<file path="src/rtl/fob_ram.sv">
// ----------------------------------------------------------------------------
// fob_ram
// Simple dual-port RAM: one write port, one read port with registered data.
// ----------------------------------------------------------------------------
module fob_ram #(
  parameter int DEPTH = 256,
  parameter int WIDTH = 8
) (
  input  logic                     clk,
  input  logic                     we,
  input  logic [$clog2(DEPTH)-1:0] waddr,
  input  logic [WIDTH-1:0]         wdata,
  input  logic [$clog2(DEPTH)-1:0] raddr,
  output logic [WIDTH-1:0]         rdata
);

  logic [WIDTH-1:0] mem [DEPTH];

  always_ff @(posedge clk) begin
    if (we) begin
      mem[waddr] <= wdata;
    end
    rdata <= mem[raddr];
  end

endmodule

</file>
<file path="config.mk">
export PLATFORM = sky130hd
export DESIGN_NAME = fob_ram
export DESIGN_NICKNAME = d
export VERILOG_FILES = /design/src/rtl/fob_ram.sv
export SDC_FILE = /design/constraint.sdc
export NUM_CORES = 2
export LEC_CHECK = 0
export ABC_CLOCK_PERIOD_IN_PS = 4600
export BUFFER_PORTS_ARGS = -buffer_cell sky130_fd_sc_hd__buf_2
export CAP_MARGIN = 20
export CORE_UTILIZATION = 55
export CTS_CLUSTER_DIAMETER = 60
export CTS_CLUSTER_SIZE = 20
export DETAILED_ROUTE_END_ITERATION = 8
export PLACE_DENSITY = 0.82
export SLEW_MARGIN = 20
export SYNTH_ARGS = -nofsm -noshare
export SYNTH_HDL_FRONTEND = slang
export SYNTH_SLANG_ARGS = --single-unit
export TNS_END_PERCENT = 30
</file>
<file path="constraint.sdc">
create_clock -name clk -period 4.6 [get_ports clk]
set_input_delay 0.23 -clock clk [delete_from_list [all_inputs] [get_ports clk]]
set_output_delay 0.23 -clock clk [all_outputs]
set_load 0.01 [all_outputs]
</file>
==> results.md <==
- Core area: 143,000 um2
- Maximum fanout along the worst path: 42
- Via count: 39,989
- Post-synth top area share: 77.3%
- CP arrival: 3.64 ns
- Syn-to-layout area delta: 8.38%
- Worst slew pin tran: 1.20 ns
- Largest net degree at the start of global routing: 159
- Final HPWL from detailed placement: 116,000 um
- # rows: 139
- Most frequent cells after synthesis: edfxtp_1, mux4_2, nor2_1
- Net Count, Synth: 3,759
- Initial Util: 55.4%
- Worst-path clk slew: 0.08 ns
- Vias in the first global route: 40,027
- Syn avg cell area: 21.3 um2
- Max Freq: 331 MHz
- Nets: 3,825
- Post-Syn Instances: 3,733
- Area leader, netlist: edfxtp_1
- Crit. End Element: register
- Cell Area, Synth: 79,600 um2
- Clock skew: 0.0350 ns
- Detail Route Antenna Nets: 0
- Port Buffers: 33
- Final core utilization: 60.1%
- Library cells used by synthesis: 55
- Yosys warns: 0
- Slew HR: 20.0%
- Tmin final: 3.02 ns
- Pwr Density: 401 nW/um2
- Met1 Use GR: 35.9%
- Max Transition Viols Final: 0
- Busiest grt layer: met2
- Die Height: 382 um
- Sequential fraction of the synthesis area: 77.5%
- Layout Cells excl Fill: 5,784
- Main flop type after synthesis: edfxtp_1
- Startpoint Class: input port
- Crit path kind: in -> reg
- Worst path max stage delay: 0.68 ns
- Vias per inst: 6.91
- Postcts setup bufs: 0
- Die X: 382 um
- Unrepaired setup endpoints after global routing: false
- DRC: 0
- Top-count cell post-synth: edfxtp_1
- WL/cell: 33.4 um
- Total grt overflow: 0
- Setup TNS: 0 ns
- Slowest cell on crit path: nor4_1
- CTS sink count: 2,056
- Met3 Usage GRT: 6.08%
- Clock Latency Late Sink: 0.77 ns
- CTS Hold Bufs: 0
- Initial antenna violation count: 11
- Post-synth ARST share: 0%
- Post-synth EDFFs: 2,048
- Synth top area cells: edfxtp_1, mux4_2, mux2i_1
- CTS buffer count: 132
- Starting DRT DRC Count: 6,572
- Worst VDD drop: 0.445 mV
- Fin area: 86,200 um2
- Hold Path Class: in -> reg
- Final setup vio count: 0
- Placer Congestion: 0.871
- Die ar.: 146,000 um2
- Post-route clock period utilization: 65.7%
- Clk buf depth: 3
- First-pass GRT wire length: 277,000 um
- M2 GR Usage: 41.4%
- H-tree levels: 4
- Cells after DPL: 5,566
- DP Area: 82,100 um2
- Crit path cell chain: buf_8, buf_12, buf_12, buf_4, mux4_2, a211oi_1, nor3_1, nor4_1, buf_4, nor4_2
- WP data required: 5.21 ns
- IO Count: 34
- Clk root buf: clkbuf_16
- Total Wirelength: 193,000 um
- Fraction of layout cells with a size suffix above 1: 21.2%
- # resized after CTS: 0
- Number of synthesized register bits: 2,056
- CTS tree: built
- Fin. Hold Viols: 0
- Drt pass-1 iters: 6
- Lkg Pwr: 26.2 nW
- Max_cap viols: 0
- GRT Util Overall: 26.4%
- Status: complete, no violations
## metrics by stage
stage | hold WS, ns | total power, W | setup WS, ns
6_report | 0.0867 | 0.0346 | 1.58
5_1_grt | 0.114 | 0.0352 | 1.47
4_1_cts | 0.0862 | 0.0345 | 1.59
3_5_place_dp | 0.690 | 0.0229 | 0.763
3_3_place_gp | 0.690 | 0.0229 | 0.738
2_1_floorplan | 0.329 | 0.0221 | 2.43
## worst max-delay path: cells and delay by family
family	cells	cell delay [ns]
AOI/OAI and AO/OA	1	0.40
buffers and inverters	5	1.55
muxes	1	0.51
and+or+nand+nor	3	0.83
## final timing paths
check | end | slack (ns) | cells after the start | from
worst min register to register | rdata[5] | 1.07 | 6 | mem[32][5]
worst max register to register | rdata[3] | 1.79 | 6 | mem[83][3]
worst max-delay path | rdata[0] | 1.58 | 10 | raddr[0]
worst min-delay path | mem[169][5] | 0.09 | 1 | wdata[5]
## flip-flops by register name (all words and copies together) (netlist names)
register and flops:
mem 2048, rdata 8
## power by group
| part | internal [W] | switching [W] | total [W] |
|---|---|---|---|
| Clock | 0.00595 | 0.00606 | 0.0120 |
| Combinational | 0.000647 | 0.00123 | 0.00188 |
| Sequential | 0.0206 | 0.0000469 | 0.0207 |
| Total | 0.0272 | 0.00734 | 0.0346 |
## cell usage in the layout (no fill, tap or decap), types with 9 or more instances in the layout
master     synthesis  routed
o221ai_1          46      46
nor3_1            22      21
a211oi_1          16      16
buf_4             27     107
a221oi_1          13      13
mux4_2           454     454
nor2_1           282     279
o21ai_0           10      10
bufinv_16          0       9
a21oi_1           96      96
clkbuf_16          0     135
o22ai_1           28      28
nand4_1           10      10
edfxtp_1        2048    2048
clkinv_2           0       9
nand2_1           33      33
buf_2             31      22
nor4_1            24      20
a22oi_1          133     133
nor2b_1           31      27
o211ai_1          10      10
nand3_1           34      34
clkbuf_1         111      26
buf_12             8      24
mux2i_1          134     134
inv_6              0      10
## cell type report
type | instances | area [um2]
sequential | 2056 | 61700
fill | 9368 | 57300
multi-input combinational | 1442 | 16500
clock buffer | 161 | 3480
tap | 1903 | 2380
timing repair buffer | 165 | 1570
clock inverter | 50 | 588
antenna | 5 | 12.5
inverter | 2 | 7.51
## kinds of logic (layout without fill, tap and decap cells)
family	Yosys count	after routing	share of synthesized area, %
AND/OR/NAND/NOR	466	466	2.63
flip-flops	2056	2056	77.5
multiplexers	591	591	14.6
buffers and inverters	235	378	1.83
other	0	5	0
AO/OA/AOI/OAI	385	385	3.42
## layer usage
layer	wire, um	up-vias
li1	-	15724
met1	67800	20557
met2	92300	3214
met3	24500	486
met4	8700	8
met5	67	-
Power figures use the tool's default switching activity.
